===== src/rtl/core/afs_pkg.sv =====
// afs_pkg: shared types, constants and the arctangent table for armor_face_selector.
// Used by afs_front, afs_back and the top level; depends on nothing.
`default_nettype none

package afs_pkg;

	// stream layout
	localparam int S_TDATA_W  = 120;
	localparam int S_TUSER_W  = 2;
	localparam int M_TDATA_W  = 8;
	localparam int M_TUSER_W  = 1;

	localparam int XY_W       = 24;
	localparam int ANG_W      = 16;
	localparam int COUNT_W    = 3;
	localparam int SPIN_W     = 2;
	localparam int IDX_W      = 2;
	localparam int MAX_FACES  = 4;

	localparam int CX_LSB     = 0;
	localparam int CY_LSB     = 24;
	localparam int YAW_LSB    = 48;
	localparam int COUNT_LSB  = 112;
	localparam int SPIN_LSB   = 115;
	localparam int LOCK_BIT   = 0;
	localparam int OUTPOST_BIT = 1;

	// datapath
	localparam int CW         = 27;   // CORDIC x/y width
	localparam int ZW         = 24;   // angle accumulator, 2^24 per turn
	localparam int STEP_W     = 5;
	localparam int DELTA_W    = ANG_W + 1;
	localparam logic [ANG_W-1:0] LOCK_LIMIT = 16'd10921;
	localparam logic [ANG_W-1:0] HALF_TURN  = 16'd32768;

	// configuration
	localparam int CFG_W      = 15;
	localparam int CFG_IDX_W  = 1;
	localparam logic [CFG_W-1:0] COMING_RST  = 15'd910;
	localparam logic [CFG_W-1:0] LEAVING_RST = 15'd910;

	typedef enum logic [CFG_IDX_W-1:0] {
		REG_COMING  = 1'b0,
		REG_LEAVING = 1'b1
	} reg_idx_t;

	// parameter defaults
	localparam int FACE_SLOTS_DEF   = 4;
	localparam int CORDIC_STEPS_DEF = 16;
	localparam int QUEUE_DEPTH_DEF  = 2;

	typedef enum logic [1:0] {
		FR_IDLE,
		FR_RUN,
		FR_PUSH
	} front_state_t;

	typedef struct packed {
		logic [SPIN_W-1:0] spin;
		logic              lock_mode;
		logic              is_outpost;
	} mode_t;

	localparam int MODE_W = $bits(mode_t);

	function automatic logic [ZW-1:0] atan_step(input logic [STEP_W-1:0] idx);
		logic [ZW-1:0] r;
		case (idx)
			5'd0:  r = 24'd2097152;
			5'd1:  r = 24'd1238021;
			5'd2:  r = 24'd654136;
			5'd3:  r = 24'd332050;
			5'd4:  r = 24'd166669;
			5'd5:  r = 24'd83416;
			5'd6:  r = 24'd41718;
			5'd7:  r = 24'd20860;
			5'd8:  r = 24'd10430;
			5'd9:  r = 24'd5215;
			5'd10: r = 24'd2608;
			5'd11: r = 24'd1304;
			5'd12: r = 24'd652;
			5'd13: r = 24'd326;
			5'd14: r = 24'd163;
			5'd15: r = 24'd81;
			5'd16: r = 24'd41;
			5'd17: r = 24'd20;
			5'd18: r = 24'd10;
			5'd19: r = 24'd5;
			5'd20: r = 24'd3;
			5'd21: r = 24'd1;
			5'd22: r = 24'd1;
			default: r = 24'd0;
		endcase
		return r;
	endfunction

endpackage

`default_nettype wire


===== src/rtl/core/afs_front.sv =====
// afs_front: takes an input transfer, runs the iterative CORDIC bearing and
// computes the wrapped face deltas into one queue entry. Depends on afs_pkg.
`default_nettype none

module afs_front #(
	parameter int FACE_SLOTS   = afs_pkg::FACE_SLOTS_DEF,
	parameter int CORDIC_STEPS = afs_pkg::CORDIC_STEPS_DEF,
	parameter int ENTRY_W      = FACE_SLOTS * afs_pkg::DELTA_W + FACE_SLOTS + afs_pkg::MODE_W
) (
	input  wire logic                           clk,
	input  wire logic                           arst_n,
	input  wire logic                           in_valid,
	output      logic                           in_ready,
	input  wire logic [afs_pkg::S_TDATA_W-1:0]  in_data,
	input  wire logic [afs_pkg::S_TUSER_W-1:0]  in_user,
	output      logic                           push_valid,
	input  wire logic                           push_ready,
	output      logic [ENTRY_W-1:0]             push_data
);

	afs_pkg::front_state_t state_q, state_d;

	logic signed [afs_pkg::CW-1:0]      x_q, y_q;
	logic        [afs_pkg::ZW-1:0]      z_q;
	logic                               origin_q;
	logic        [afs_pkg::STEP_W-1:0]  step_q;
	logic        [afs_pkg::ANG_W-1:0]   yaw_q [FACE_SLOTS];
	logic        [FACE_SLOTS-1:0]       mask_q;
	afs_pkg::mode_t                     mode_q;

	logic                               load;
	logic                               run;
	logic                               last_step;
	logic signed [afs_pkg::CW-1:0]      x_in, y_in, dx, dy;
	logic        [afs_pkg::COUNT_W-1:0] count_in, count_sat;
	logic        [afs_pkg::ZW-1:0]      z_round;
	logic        [afs_pkg::ANG_W-1:0]   bearing;
	logic        [afs_pkg::ANG_W-1:0]   diff [FACE_SLOTS];
	logic                               y_pos;

	assign last_step = (step_q == afs_pkg::STEP_W'(CORDIC_STEPS - 1));

	always_ff @(posedge clk or negedge arst_n) begin
		if (!arst_n) begin
			state_q <= afs_pkg::FR_IDLE;
		end else begin
			state_q <= state_d;
		end
	end

	always_comb begin
		state_d    = state_q;
		in_ready   = 1'b0;
		push_valid = 1'b0;
		load       = 1'b0;
		run        = 1'b0;
		case (state_q)
			afs_pkg::FR_IDLE: begin
				in_ready = 1'b1;
				if (in_valid) begin
					load    = 1'b1;
					state_d = afs_pkg::FR_RUN;
				end
			end
			afs_pkg::FR_RUN: begin
				run = 1'b1;
				if (last_step) begin
					state_d = afs_pkg::FR_PUSH;
				end
			end
			afs_pkg::FR_PUSH: begin
				push_valid = 1'b1;
				if (push_ready) begin
					state_d = afs_pkg::FR_IDLE;
				end
			end
			default: begin
				state_d = afs_pkg::FR_IDLE;
			end
		endcase
	end

	// input unpack and face-count saturation; the half-turn pre-rotation is applied at load
	always_comb begin
		x_in = afs_pkg::CW'($signed(in_data[afs_pkg::CX_LSB +: afs_pkg::XY_W]));
		y_in = afs_pkg::CW'($signed(in_data[afs_pkg::CY_LSB +: afs_pkg::XY_W]));
		count_in  = in_data[afs_pkg::COUNT_LSB +: afs_pkg::COUNT_W];
		count_sat = (count_in > afs_pkg::COUNT_W'(FACE_SLOTS)) ?
			afs_pkg::COUNT_W'(FACE_SLOTS) : count_in;
	end

	assign dx    = y_q >>> step_q;
	assign dy    = x_q >>> step_q;
	assign y_pos = !y_q[afs_pkg::CW-1] && (y_q != '0);

	always_ff @(posedge clk) begin
		if (load) begin
			if (x_in[afs_pkg::CW-1]) begin
				x_q <= -x_in;
				y_q <= -y_in;
				z_q <= afs_pkg::ZW'(1) << (afs_pkg::ZW - 1);
			end else begin
				x_q <= x_in;
				y_q <= y_in;
				z_q <= '0;
			end
			origin_q <= (x_in == '0) && (y_in == '0);
			step_q   <= '0;
			for (int i = 0; i < FACE_SLOTS; i++) begin
				yaw_q[i]  <= in_data[afs_pkg::YAW_LSB + i * afs_pkg::ANG_W +: afs_pkg::ANG_W];
				mask_q[i] <= (count_sat > afs_pkg::COUNT_W'(i));
			end
			mode_q.spin       <= in_data[afs_pkg::SPIN_LSB +: afs_pkg::SPIN_W];
			mode_q.lock_mode  <= in_user[afs_pkg::LOCK_BIT];
			mode_q.is_outpost <= in_user[afs_pkg::OUTPOST_BIT];
		end else if (run) begin
			if (y_pos) begin
				x_q <= x_q + dx;
				y_q <= y_q - dy;
				z_q <= z_q + afs_pkg::atan_step(step_q);
			end else begin
				x_q <= x_q - dx;
				y_q <= y_q + dy;
				z_q <= z_q - afs_pkg::atan_step(step_q);
			end
			step_q <= step_q + 1'b1;
		end
	end

	// round to nearest BAM, then wrap each face delta into -32767..32768
	always_comb begin
		z_round = z_q + afs_pkg::ZW'(128);
		bearing = origin_q ? '0 : z_round[afs_pkg::ZW-1 -: afs_pkg::ANG_W];
		push_data = '0;
		push_data[0 +: afs_pkg::MODE_W] = mode_q;
		push_data[afs_pkg::MODE_W +: FACE_SLOTS] = mask_q;
		for (int i = 0; i < FACE_SLOTS; i++) begin
			diff[i] = yaw_q[i] - bearing;
			push_data[afs_pkg::MODE_W + FACE_SLOTS + i * afs_pkg::DELTA_W +: afs_pkg::DELTA_W] =
				{(diff[i] > afs_pkg::HALF_TURN), diff[i]};
		end
	end

endmodule

`default_nettype wire


===== src/rtl/core/afs_queue.sv =====
// afs_queue: short register queue between the bearing front and the selection back.
// Depends on nothing but its parameters.
`default_nettype none

module afs_queue #(
	parameter int DEPTH   = 2,
	parameter int ENTRY_W = 8
) (
	input  wire logic               clk,
	input  wire logic               arst_n,
	input  wire logic               push_valid,
	output      logic               push_ready,
	input  wire logic [ENTRY_W-1:0] push_data,
	output      logic               pop_valid,
	input  wire logic               pop_ready,
	output      logic [ENTRY_W-1:0] pop_data
);

	localparam int PTR_W = (DEPTH > 1) ? $clog2(DEPTH) : 1;
	localparam int CNT_W = $clog2(DEPTH + 1);

	logic [ENTRY_W-1:0] mem_q [DEPTH];
	logic [PTR_W-1:0]   wr_ptr_q, rd_ptr_q;
	logic [CNT_W-1:0]   count_q;
	logic               do_push, do_pop;

	assign push_ready = (count_q != CNT_W'(DEPTH));
	assign pop_valid  = (count_q != '0);
	assign pop_data   = mem_q[rd_ptr_q];
	assign do_push    = push_valid && push_ready;
	assign do_pop     = pop_valid && pop_ready;

	always_ff @(posedge clk) begin
		if (do_push) begin
			mem_q[wr_ptr_q] <= push_data;
		end
	end

	always_ff @(posedge clk or negedge arst_n) begin
		if (!arst_n) begin
			wr_ptr_q <= '0;
			rd_ptr_q <= '0;
			count_q  <= '0;
		end else begin
			if (do_push) begin
				wr_ptr_q <= (wr_ptr_q == PTR_W'(DEPTH - 1)) ? '0 : wr_ptr_q + 1'b1;
			end
			if (do_pop) begin
				rd_ptr_q <= (rd_ptr_q == PTR_W'(DEPTH - 1)) ? '0 : rd_ptr_q + 1'b1;
			end
			if (do_push && !do_pop) begin
				count_q <= count_q + 1'b1;
			end else if (do_pop && !do_push) begin
				count_q <= count_q - 1'b1;
			end
		end
	end

endmodule

`default_nettype wire


===== src/rtl/core/afs_back.sv =====
// afs_back: lock and window selection rules, sticky lock state and the output register.
// Consumes afs_queue entries built by afs_front; depends on afs_pkg.
`default_nettype none

module afs_back #(
	parameter int FACE_SLOTS = afs_pkg::FACE_SLOTS_DEF,
	parameter int ENTRY_W    = FACE_SLOTS * afs_pkg::DELTA_W + FACE_SLOTS + afs_pkg::MODE_W
) (
	input  wire logic                           clk,
	input  wire logic                           arst_n,
	input  wire logic                           pop_valid,
	output      logic                           pop_ready,
	input  wire logic [ENTRY_W-1:0]             pop_data,
	input  wire logic [afs_pkg::CFG_W-1:0]      approach_lim,
	input  wire logic [afs_pkg::CFG_W-1:0]      depart_lim,
	output      logic                           out_valid,
	input  wire logic                           out_ready,
	output      logic                           out_found,
	output      logic [afs_pkg::IDX_W-1:0]      out_index
);

	logic                             lock_valid_q;
	logic [afs_pkg::IDX_W-1:0]        locked_face_q;
	logic                             out_valid_q, out_found_q;
	logic [afs_pkg::IDX_W-1:0]        out_index_q;

	afs_pkg::mode_t                   mode;
	logic [FACE_SLOTS-1:0]            mask;
	logic signed [afs_pkg::DELTA_W-1:0] delta [FACE_SLOTS];
	logic [afs_pkg::ANG_W-1:0]        mag [FACE_SLOTS];
	logic [FACE_SLOTS-1:0]            cand, win;
	logic signed [afs_pkg::DELTA_W-1:0] leave_pos, leave_neg;
	logic                             got_a, got_b, got_w, got_m;
	logic [afs_pkg::IDX_W-1:0]        idx_a, idx_b, idx_w, idx_m;
	logic [afs_pkg::ANG_W-1:0]        best;
	logic                             sel_found, lock_valid_d;
	logic [afs_pkg::IDX_W-1:0]        sel_index, locked_face_d;
	logic                             take;

	assign pop_ready = !out_valid_q || out_ready;
	assign take      = pop_valid && pop_ready;
	assign out_valid = out_valid_q;
	assign out_found = out_found_q;
	assign out_index = out_index_q;

	always_comb begin
		mode      = pop_data[0 +: afs_pkg::MODE_W];
		mask      = pop_data[afs_pkg::MODE_W +: FACE_SLOTS];
		leave_pos = $signed({2'b00, depart_lim});
		leave_neg = -leave_pos;
		got_a = 1'b0; got_b = 1'b0; got_w = 1'b0; got_m = 1'b0;
		idx_a = '0; idx_b = '0; idx_w = '0; idx_m = '0;
		best  = '0;
		for (int i = 0; i < FACE_SLOTS; i++) begin
			delta[i] = $signed(pop_data[afs_pkg::MODE_W + FACE_SLOTS + i * afs_pkg::DELTA_W
				+: afs_pkg::DELTA_W]);
			mag[i]   = delta[i][afs_pkg::DELTA_W-1] ?
				afs_pkg::ANG_W'(-delta[i]) : delta[i][afs_pkg::ANG_W-1:0];
			cand[i]  = mask[i] && (mag[i] <= afs_pkg::LOCK_LIMIT);
			win[i]   = mask[i] && (mag[i] <= {1'b0, approach_lim}) &&
				(((mode.spin == 2'b01) && (delta[i] < leave_pos)) ||
				 (mode.spin[1] && (delta[i] > leave_neg)));
			if (cand[i]) begin
				if (!got_a) begin
					got_a = 1'b1;
					idx_a = afs_pkg::IDX_W'(i);
				end else if (!got_b) begin
					got_b = 1'b1;
					idx_b = afs_pkg::IDX_W'(i);
				end
			end
			if (win[i] && !got_w) begin
				got_w = 1'b1;
				idx_w = afs_pkg::IDX_W'(i);
			end
			if (mask[i] && (!got_m || (mag[i] < best))) begin
				got_m = 1'b1;
				idx_m = afs_pkg::IDX_W'(i);
				best  = mag[i];
			end
		end

		lock_valid_d  = lock_valid_q;
		locked_face_d = locked_face_q;
		sel_found     = 1'b0;
		sel_index     = '0;
		if (mode.lock_mode && !mode.is_outpost) begin
			if (got_b) begin
				if (!(lock_valid_q && ((locked_face_q == idx_a) || (locked_face_q == idx_b))))
				begin
					lock_valid_d  = 1'b1;
					locked_face_d = (mag[idx_a] < mag[idx_b]) ? idx_a : idx_b;
				end
				sel_found = 1'b1;
				sel_index = locked_face_d;
			end else if (got_a) begin
				lock_valid_d = 1'b0;
				sel_found    = 1'b1;
				sel_index    = idx_a;
			end
		end else if (got_w) begin
			sel_found = 1'b1;
			sel_index = idx_w;
		end else if (got_m) begin
			sel_found = 1'b1;
			sel_index = idx_m;
		end
	end

	always_ff @(posedge clk or negedge arst_n) begin
		if (!arst_n) begin
			lock_valid_q  <= 1'b0;
			locked_face_q <= '0;
			out_valid_q   <= 1'b0;
		end else begin
			if (take) begin
				lock_valid_q  <= lock_valid_d;
				locked_face_q <= locked_face_d;
				out_valid_q   <= 1'b1;
			end else if (out_ready) begin
				out_valid_q   <= 1'b0;
			end
		end
	end

	always_ff @(posedge clk) begin
		if (take) begin
			out_found_q <= sel_found;
			out_index_q <= sel_index;
		end
	end

endmodule

`default_nettype wire


===== src/rtl/core/armor_face_selector.sv =====
// armor_face_selector: top level; configuration registers, bearing front,
// entry queue and selection back. Depends on afs_pkg, afs_front, afs_queue, afs_back.
//
//  port group  dir  contents
//  s_*         in   target item: centre, face yaws, face count, spin; tuser mode flags
//  m_*         out  selection: face index in tdata, found in tuser
//  cfg_*       in   register write: approach window (0), departure limit (1)
//
// The front takes a new item only after it has pushed the last one, held by the
// one-step-per-cycle CORDIC loop. The back turns out one result per cycle from the
// queue while m_tready is high.
// Reset clears the lock state, the queue and both valids; registers return to 910.
// A stalled m_tready fills the queue, then holds the front in its push state.
`default_nettype none

module armor_face_selector #(
	parameter int FACE_SLOTS   = afs_pkg::FACE_SLOTS_DEF,
	parameter int CORDIC_STEPS = afs_pkg::CORDIC_STEPS_DEF,
	parameter int QUEUE_DEPTH  = afs_pkg::QUEUE_DEPTH_DEF
) (
	input  wire logic                              clk,
	input  wire logic                              arst_n,
	input  wire logic                              s_tvalid,
	output      logic                              s_tready,
	// center_x[23:0], center_y[47:24], face_yaw_0..3[111:48], face_count[114:112],
	// spin_sign[116:115], zero pad[119:117]
	input  wire logic [afs_pkg::S_TDATA_W-1:0]     s_tdata,
	// lock_mode[0], is_outpost[1]
	input  wire logic [afs_pkg::S_TUSER_W-1:0]     s_tuser,
	output      logic                              m_tvalid,
	input  wire logic                              m_tready,
	// face_index[1:0], zero pad[7:2]
	output      logic [afs_pkg::M_TDATA_W-1:0]     m_tdata,
	// found[0]
	output      logic [afs_pkg::M_TUSER_W-1:0]     m_tuser,
	input  wire logic                              cfg_we,
	input  wire logic [afs_pkg::CFG_IDX_W-1:0]     cfg_index,
	input  wire logic [afs_pkg::CFG_W-1:0]         cfg_data
);

	localparam int ENTRY_W = FACE_SLOTS * afs_pkg::DELTA_W + FACE_SLOTS + afs_pkg::MODE_W;

	logic [afs_pkg::CFG_W-1:0] approach_lim_q, depart_lim_q;
	logic                      push_valid, push_ready, pop_valid, pop_ready;
	logic [ENTRY_W-1:0]        push_data, pop_data;
	logic                      found;
	logic [afs_pkg::IDX_W-1:0] face_index;

	always_ff @(posedge clk or negedge arst_n) begin
		if (!arst_n) begin
			approach_lim_q <= afs_pkg::COMING_RST;
			depart_lim_q   <= afs_pkg::LEAVING_RST;
		end else if (cfg_we) begin
			case (cfg_index)
				afs_pkg::REG_COMING:  approach_lim_q <= cfg_data;
				afs_pkg::REG_LEAVING: depart_lim_q   <= cfg_data;
				default: ;
			endcase
		end
	end

	afs_front #(
		.FACE_SLOTS   (FACE_SLOTS),
		.CORDIC_STEPS (CORDIC_STEPS),
		.ENTRY_W      (ENTRY_W)
	) u_front (
		.clk        (clk),
		.arst_n     (arst_n),
		.in_valid   (s_tvalid),
		.in_ready   (s_tready),
		.in_data    (s_tdata),
		.in_user    (s_tuser),
		.push_valid (push_valid),
		.push_ready (push_ready),
		.push_data  (push_data)
	);

	afs_queue #(
		.DEPTH   (QUEUE_DEPTH),
		.ENTRY_W (ENTRY_W)
	) u_queue (
		.clk        (clk),
		.arst_n     (arst_n),
		.push_valid (push_valid),
		.push_ready (push_ready),
		.push_data  (push_data),
		.pop_valid  (pop_valid),
		.pop_ready  (pop_ready),
		.pop_data   (pop_data)
	);

	afs_back #(
		.FACE_SLOTS (FACE_SLOTS),
		.ENTRY_W    (ENTRY_W)
	) u_back (
		.clk          (clk),
		.arst_n       (arst_n),
		.pop_valid    (pop_valid),
		.pop_ready    (pop_ready),
		.pop_data     (pop_data),
		.approach_lim (approach_lim_q),
		.depart_lim   (depart_lim_q),
		.out_valid    (m_tvalid),
		.out_ready    (m_tready),
		.out_found    (found),
		.out_index    (face_index)
	);

	assign m_tdata = {(afs_pkg::M_TDATA_W - afs_pkg::IDX_W)'(0), face_index};
	assign m_tuser = found;

endmodule

`default_nettype wire


===== config.mk =====
export PLATFORM = sky130hd
export DESIGN_NAME = armor_face_selector
export DESIGN_NICKNAME = d
export VERILOG_FILES = /design/src/rtl/core/afs_pkg.sv /design/src/rtl/core/afs_front.sv /design/src/rtl/core/afs_queue.sv /design/src/rtl/core/afs_back.sv /design/src/rtl/core/armor_face_selector.sv
export SDC_FILE = /design/constraint.sdc
export NUM_CORES = 2
export LEC_CHECK = 0
export CELL_PAD_IN_SITES_DETAIL_PLACEMENT = 1
export CELL_PAD_IN_SITES_GLOBAL_PLACEMENT = 1
export CORE_MARGIN = 2
export CORE_UTILIZATION = 56
export DETAILED_ROUTE_END_ITERATION = 12
export DONT_BUFFER_PORTS = 1
export PLACE_DENSITY_LB_ADDON = 0.1
export SYNTH_ARGS = -nofsm -noshare
export SYNTH_HDL_FRONTEND = slang
export SYNTH_SLANG_ARGS = --single-unit

===== constraint.sdc =====
create_clock -name clk -period 19.9 [get_ports clk]
set_clock_uncertainty 0.2 [all_clocks]
set_input_delay 0.995 -clock clk [delete_from_list [all_inputs] [get_ports clk]]
set_output_delay 0.995 -clock clk [all_outputs]
set_load 0.02 [all_outputs]

# After elaboration in Yosys (flattened, before gate mapping)
# Memory sizes are Yosys's and may differ from the RTL's. A register that Yosys moved wholly into a read port is not among the register bits.
# Cells that the tools add are included.
# Widths: inputs -> output; s select.
# word_totals
rom_bits	1408
latch_bits	0
out_inout_bits	11
in_bits	143
ram_bits	216
mem_count	4
ff_bits	135
elab_cells	271
# op_classes
shifts	2
magnitude_cmp	31
n_bitwise	3
mux	109
n_reduce_logical	68
n_eq_ne	11
div	0
add_sub_neg	23
n_mul	0
# mem_list
memory	depth	width	read_ports	rd_ports_with_merged_regs	wr	line_no	text
(no name shown)	32	22	1	1	0	afs_pkg.sv:68	case (idx)
(no name shown)	32	22	1	1	0	afs_pkg.sv:68	
u_queue.mem_q	2	76	1	0	1	afs_queue.sv:22	logic [ENTRY_W-1:0] mem_q [DEPTH];
u_front.yaw_q	4	16	4	0	4	afs_front.sv:27	logic [afs_pkg::ANG_W-1:0] yaw_q [FACE_SLOTS];
# ops
operator	n
$mux 24	10
$mux 27	8
$mux 16	12
$gt 17x17->1	4
$lt 17x16->1	4
$bmux 16 s2	2
$gt 16x16->1 const B	4
$le 16x14->1 const B	4
$le 16x15->1	4
$lt 16x16->1	4
$neg 16->16	4
$sub 16x16->16	4
$mux 2	28
$add 27x27->27	2
$logic_not 27->1	2
$neg 24->27	2
$sshr 27x5->27	2
$sub 27x27->27	2
$mux 1	43
$logic_and 1x1->1	34
$reduce_bool 27->1	1
$add 24x24->24	1
$add 24x8->24 const B	1
$sub 24x24->24	1
other kinds (27)	64

# Logic depth before layout (Yosys ltp)
# An unclocked memory read counts as a cell.
# logic_depth
ltp_word	23
ltp_mapped	50
ltp_nobuf	41

# Hierarchy
# A second synthesis with hierarchy kept.
# hier_totals
hier_cells	3790
area_unflattened_um2	36003.3
# by_module_without_submodules
mod	seq_area_each_um2	area_each_um2	n_inst	cells_per_inst
afs_front	5124.9	19346.1	1	2159
afs_back	190.2	9604.2	1	1304
afs_queue	4664.5	5814.3	1	255
armor_face_selector	765.7	1238.7	1	72

# Worst setup path before layout
# Ideal clock, no wire load.
# synth_timing
kind	reg-to-reg
startpoint	register u_queue.rd_ptr_q
endpoint	register u_back.out_index_q, in the netlist u_back.out_index[0], data pin
synth_period_minus_slack_ns	10.855
n_path_buf	10
required_ns	19.533
path_stages_with_launch	50
setup_ns	0.167
path_slack_ns	9.045
t_arrival_ns	10.487
path_cell_list	dfrtp_1 > clkbuf_1 > buf_2 > buf_2 > buf_2 > buf_2 > buf_2 > buf_2 > buf_1 > mux2i_1 > ha_1 > nand2_1 > or4_1 > o41ai_1 > o21ai_1 > xnor2_1 > inv_1 > ha_1 > [... 14 more ...] > nand3_1 > o21ai_1 > nand2_1 > o21a_1 > ha_1 > a21oi_1 > nor2b_1 > o21ai_0 > nand2b_1 > a21oi_1 > o21ai_0 > or4b_2 > a311oi_1 > o21bai_1 > a221oi_1 > a311o_1 > a21oi_1 > a221oi_2
# synth_between
elab_chain_cells	23
elab_cells_between_ends	131
cone_classes	4 x add/sub; 20 x order compare; 3 x eq/ne; 58 x mux; 2 x bitwise; 43 x reduce/logical; 1 x memory
# synth_rtl
element	line_no	text
from (decl)	afs_queue.sv:23	logic [PTR_W-1:0] wr_ptr_q, rd_ptr_q;
from (signal assigned)	afs_queue.sv:49	rd_ptr_q <= (rd_ptr_q == PTR_W'(DEPTH - 1)) ? '0 : rd_ptr_q + 1'b1;
$mem_v2 2x76 *	--	
$neg 16->16	afs_back.sv:58	afs_pkg::ANG_W'(-delta[i]) : delta[i][afs_pkg::ANG_W-1:0];
$mux 16	afs_back.sv:57	mag[i] = delta[i][afs_pkg::DELTA_W-1] ?
$le 16x14->1	afs_back.sv:59	cand[i] = mask[i] && (mag[i] <= afs_pkg::LOCK_LIMIT);
$logic_and 1x1->1	afs_back.sv:59	
$mux 1	afs_back.sv:63	if (cand[i]) begin
$mux 1	afs_back.sv:64	if (!got_a) begin
$mux 2 or $mux 1 (tied branches)	afs_back.sv:63	
[... 7 more ...]	--	
$bmux 16 s2	afs_back.sv:92	locked_face_d = (mag[idx_a] < mag[idx_b]) ? idx_a : idx_b;
$mux 16 (not written as such) (2 in series)	afs_back.sv:92	
$lt 16x16->1	afs_back.sv:92	
$mux 2	afs_back.sv:92	
$mux 2	afs_back.sv:89	if (!(lock_valid_q && ((locked_face_q == idx_a) || (locked_face_q == idx_b))))
$mux 2	afs_back.sv:88	if (got_b) begin
$mux 2 *	afs_back.sv:87	if (mode.lock_mode && !mode.is_outpost) begin
net u_back.sel_index, one bit	afs_back.sv:37	logic [afs_pkg::IDX_W-1:0] sel_index, locked_face_d;
to (signal assigned)	afs_back.sv:129	out_index_q <= sel_index;
to (decl)	afs_back.sv:25	logic [afs_pkg::IDX_W-1:0] out_index_q;
# Mark *: on every way through the listed nets, which the timed path passes. The rest lies on a longest branch. The select of a mux whose other input is x is not followed.
# A chain may end at the register's enable or synchronous reset.

# Worst setup path after layout
# Same ends and word-level chain as after synthesis.

==> run_results.csv <==
group,metric,value,unit
die,rows,91,
setup_path,arrival,12.03,ns
yosys,yosys_warnings,0,
setup_path,cp_max_fo,79,
yosys,synth.largest_area_cell,"edfxtp_1",
drt,drc,0,
setup_path,rrSetupSlack,8.10,ns
finish,layout-drive-gt1-share,8.68,%
timing,setup_viol,0,
die,ios,154,
yosys,synth_seq_cells,373,
clock_network,cts.sinks,373,
setup_path,slowest_delay,0.93,ns
run_status,status,"complete, no violations",
finish,n_fill_cell,6895,
place,gp_congestion,0.964,
grt,grt_start_max_net_pins,85,
yosys,postSynth.asyncResetShare,10.7,%
yosys,yosys.area_share.simple,15.6,%
yosys,synthTopCellsByArea,"edfxtp_1 (26%), ha_1 (14%), mux4_2 (4.8%), xnor2_1 (4.3%), o21ai_0 (3.7%)",
grt,grt_pass1_vias,32700,
yosys,synth_top_family_by_area,"compound AO/OA/AOI/OAI gates",
setup_path,cp.required,20.13,ns
yosys,synth_compound_area_share,17.7,%
timing,hold_viol,0,
yosys,synth.distinct_cells,103,
die,die_area,64300,um^2
timing,fin_setup_tns,0,ns
flow_run,maxCapViolations,0,
clock_network,cts_buffers,44,
clock_network,htreeDepth,2,
timing,max-slew-margin-rel,15.8,%
grt,grt.total_usage,38.8,%
setup_path,crit_start,"u_queue.rd_ptr_q",
setup_path,cp-start-kind,"register",
clock_network,cts_buffer_depth,3,
yosys,synth_top_cell_area_share,26.3,%
drt,drt_iter0_drc,2732,
drt,routed_wl,127,mm
drt,dr.pass1.iters,5,
finish,final_cell_mix,"ha_1 (403), nor2_1 (310), edfxtp_1 (306), nand2_1 (303), o21ai_0 (258)",
drt,num_vias,31100,
timing,slew_viol_final,0,
yosys,synth_edf_count,306,
yosys,synthMuxAreaShare,9.98,%
finish,layout.nets,4286,
die,dieHeight,254,um
yosys,synth_area_per_cell,9.29,um^2
clock_network,clockRootBuffer,"clkbuf_16",
clock_network,cts_tree,"done",
hold_path,hold_path_class,"input pin to asynchronous set/reset pin",
grt,grt.overflow.total,0,
place,port_buffers,0,
drt,drt.antenna.violating_nets,0,
setup_path,reg2reg_from,"u_queue.rd_ptr_q",
die,die_w,254,um
grt,grt_pass1_wl,192,mm
setup_path,cp_slowest_cell,"dfrtp_4",
setup_path,rr_endpoint,"u_back.out_index[0]",
setup_path,worstSetupEndpointType,"register",
clock_network,clkLatencyLatePin,0.61,ns
timing,fmax,84.7,MHz
drt,wl_per_cell,27.4,um
clock_network,cts.clk_slew.worst_paths,0.06,ns
timing,fin_crit,11.80,ns
timing,tightestPinTransition,1.26,ns
die,start_util,56.6,%
finish,fin_cells,4613,
place,place_inst,4522,
timing,finalCritPeriodShare,59.3,%
yosys,ys.flop_type,"edfxtp_1",
timing,setup_slack,8.10,ns
clock_network,cts.repair.resized,0,
yosys,synth_seq_area_share,30.8,%
yosys,yosys.area_share.adder,14.9,%
setup_path,reg2reg_depth,42,
yosys,syn_area,34900,um^2
die,core_area,61600,um^2
clock_network,post_cts.repair.setup_buffers,0,
finish,area_delta_synth_final,7.44,%
grt,antenna_found_initial,7,
yosys,synthCells,3754,
place,dpl.hpwl,95.6,mm
yosys,synth_xor_area_share,6.93,%
drt,avgViaCountPerCell,6.75,
setup_path,critical_path_class,"register to register",
timing,rsz0062_at_grt,"false",
finish,layout_commonest_cell,"ha_1",
place,pre_cts_slack,8.32,ns
-- layer usage --
metal	global-route usage [%]	vias to the layer above	share of wire, %
li1	-	13900	-
met1	45.6	15400	38
met2	68.1	1329	49
met3	5.35	433	6.3
met4	21.6	2	6.2
met5	0	-	0.0095
-- cell usage after synthesis (27+ instances only) --
master	instances
mux4_2	74
nor3_1	87
clkbuf_1	95
inv_1	224
nand4_1	38
xnor2_1	172
dfxtp_1	27
nand2b_1	69
o31ai_1	48
or3_1	32
nor2_1	311
xor2_1	104
a211oi_1	33
a31oi_1	37
mux2_2	54
edfxtp_1	306
nand3_1	64
a21oi_1	224
a21o_1	63
a21boi_0	40
nor2b_1	62
dfrtp_1	28
o21a_1	60
mux2i_1	108
ha_1	403
nand2_1	304
o21ai_0	258
-- metrics by stage --
step                util (%)  hold WS, ns  instance area (um^2)
floorplan                  -        0.221                 34900
global placement        58.3        0.225                 35900
detailed placement      58.3        0.238                 35900
CTS                     60.8      0.00101                 37500
global route            60.8       0.0206                 37500
finish                  60.9       0.0268                 37500
-- worst max path at each step --
stage / end / cells after the start
after global placement: u_back.out_index[0] / 42
after detailed placement: u_back.out_index[0] / 42
after global routing: u_back.out_index[0] / 43
after floorplan: u_back.out_index[0] / 49
final: u_back.out_index[0] / 42
after CTS: u_back.out_index[0] / 42
-- state kept, by name (all words and copies together), names as in the netlist, named ones only --
name / flops
u_back.out_index: 2
approach_lim_q: 15
u_front.x_q: 27
u_queue.count_q: 2
u_back.lock_valid_q: 1
u_front.origin_q: 1
u_front.step_q: 5
u_front.y_q: 27
u_front.push_data: 4
u_queue.mem_q: 152
u_queue.rd_ptr_q: 1
u_front.mask_q: 4
u_back.out_found: 1
u_back.locked_face_q: 2
u_front.yaw_q: 64
u_front.state_q: 2
depart_lim_q: 15
u_front.z_q: 24
u_back.out_valid: 1
u_queue.wr_ptr_q: 1
-- timing repair --
item                                    CTS  global route
hold buffers                              2             0
endpoints found under the hold margin    28             0
endpoints found under the setup margin    0             0
-- area by class of cell --
cell class / instances / area (um^2) / share of cell area, %
multi-input cells: 3023 / 22800 / 60.8
flip-flops and latches: 373 / 10800 / 28.7
clock buffers: 58 / 1250 / 3.33
well taps: 837 / 1050 / 2.79
inverters: 229 / 862 / 2.30
repair buffers: 62 / 480 / 1.28
clock inverters: 24 / 288 / 0.768
diodes: 7 / 17.5 / 0.0467
-- cells by family after synthesis --
group	after synthesis
AO/OA/AOI/OAI	966
XOR/XNOR	276
adder cells (fa/ha/maj)	410
buffers and inverters	363
flip-flops	373
multiplexers	242
other	1
AND/OR/NAND/NOR	1123
-- worst max-delay path, delay by kind of cell (launching register included) --
| family | cells | cell delay, ns |
|---|---|---|
| AOI/OAI and AO/OA | 23 | 5.10 |
| and+or+nand+nor | 9 | 1.93 |
| buffers and inverters | 4 | 1.60 |
| adders and majority gates | 4 | 1.17 |
| DFF | 1 | 0.93 |
| xor gates and xnor gates | 1 | 0.32 |
| muxes | 1 | 0.27 |
Power is left out: the tool's default activity adds up to more than one toggle a clock period on the data nets, which glitch-free logic cannot reach.
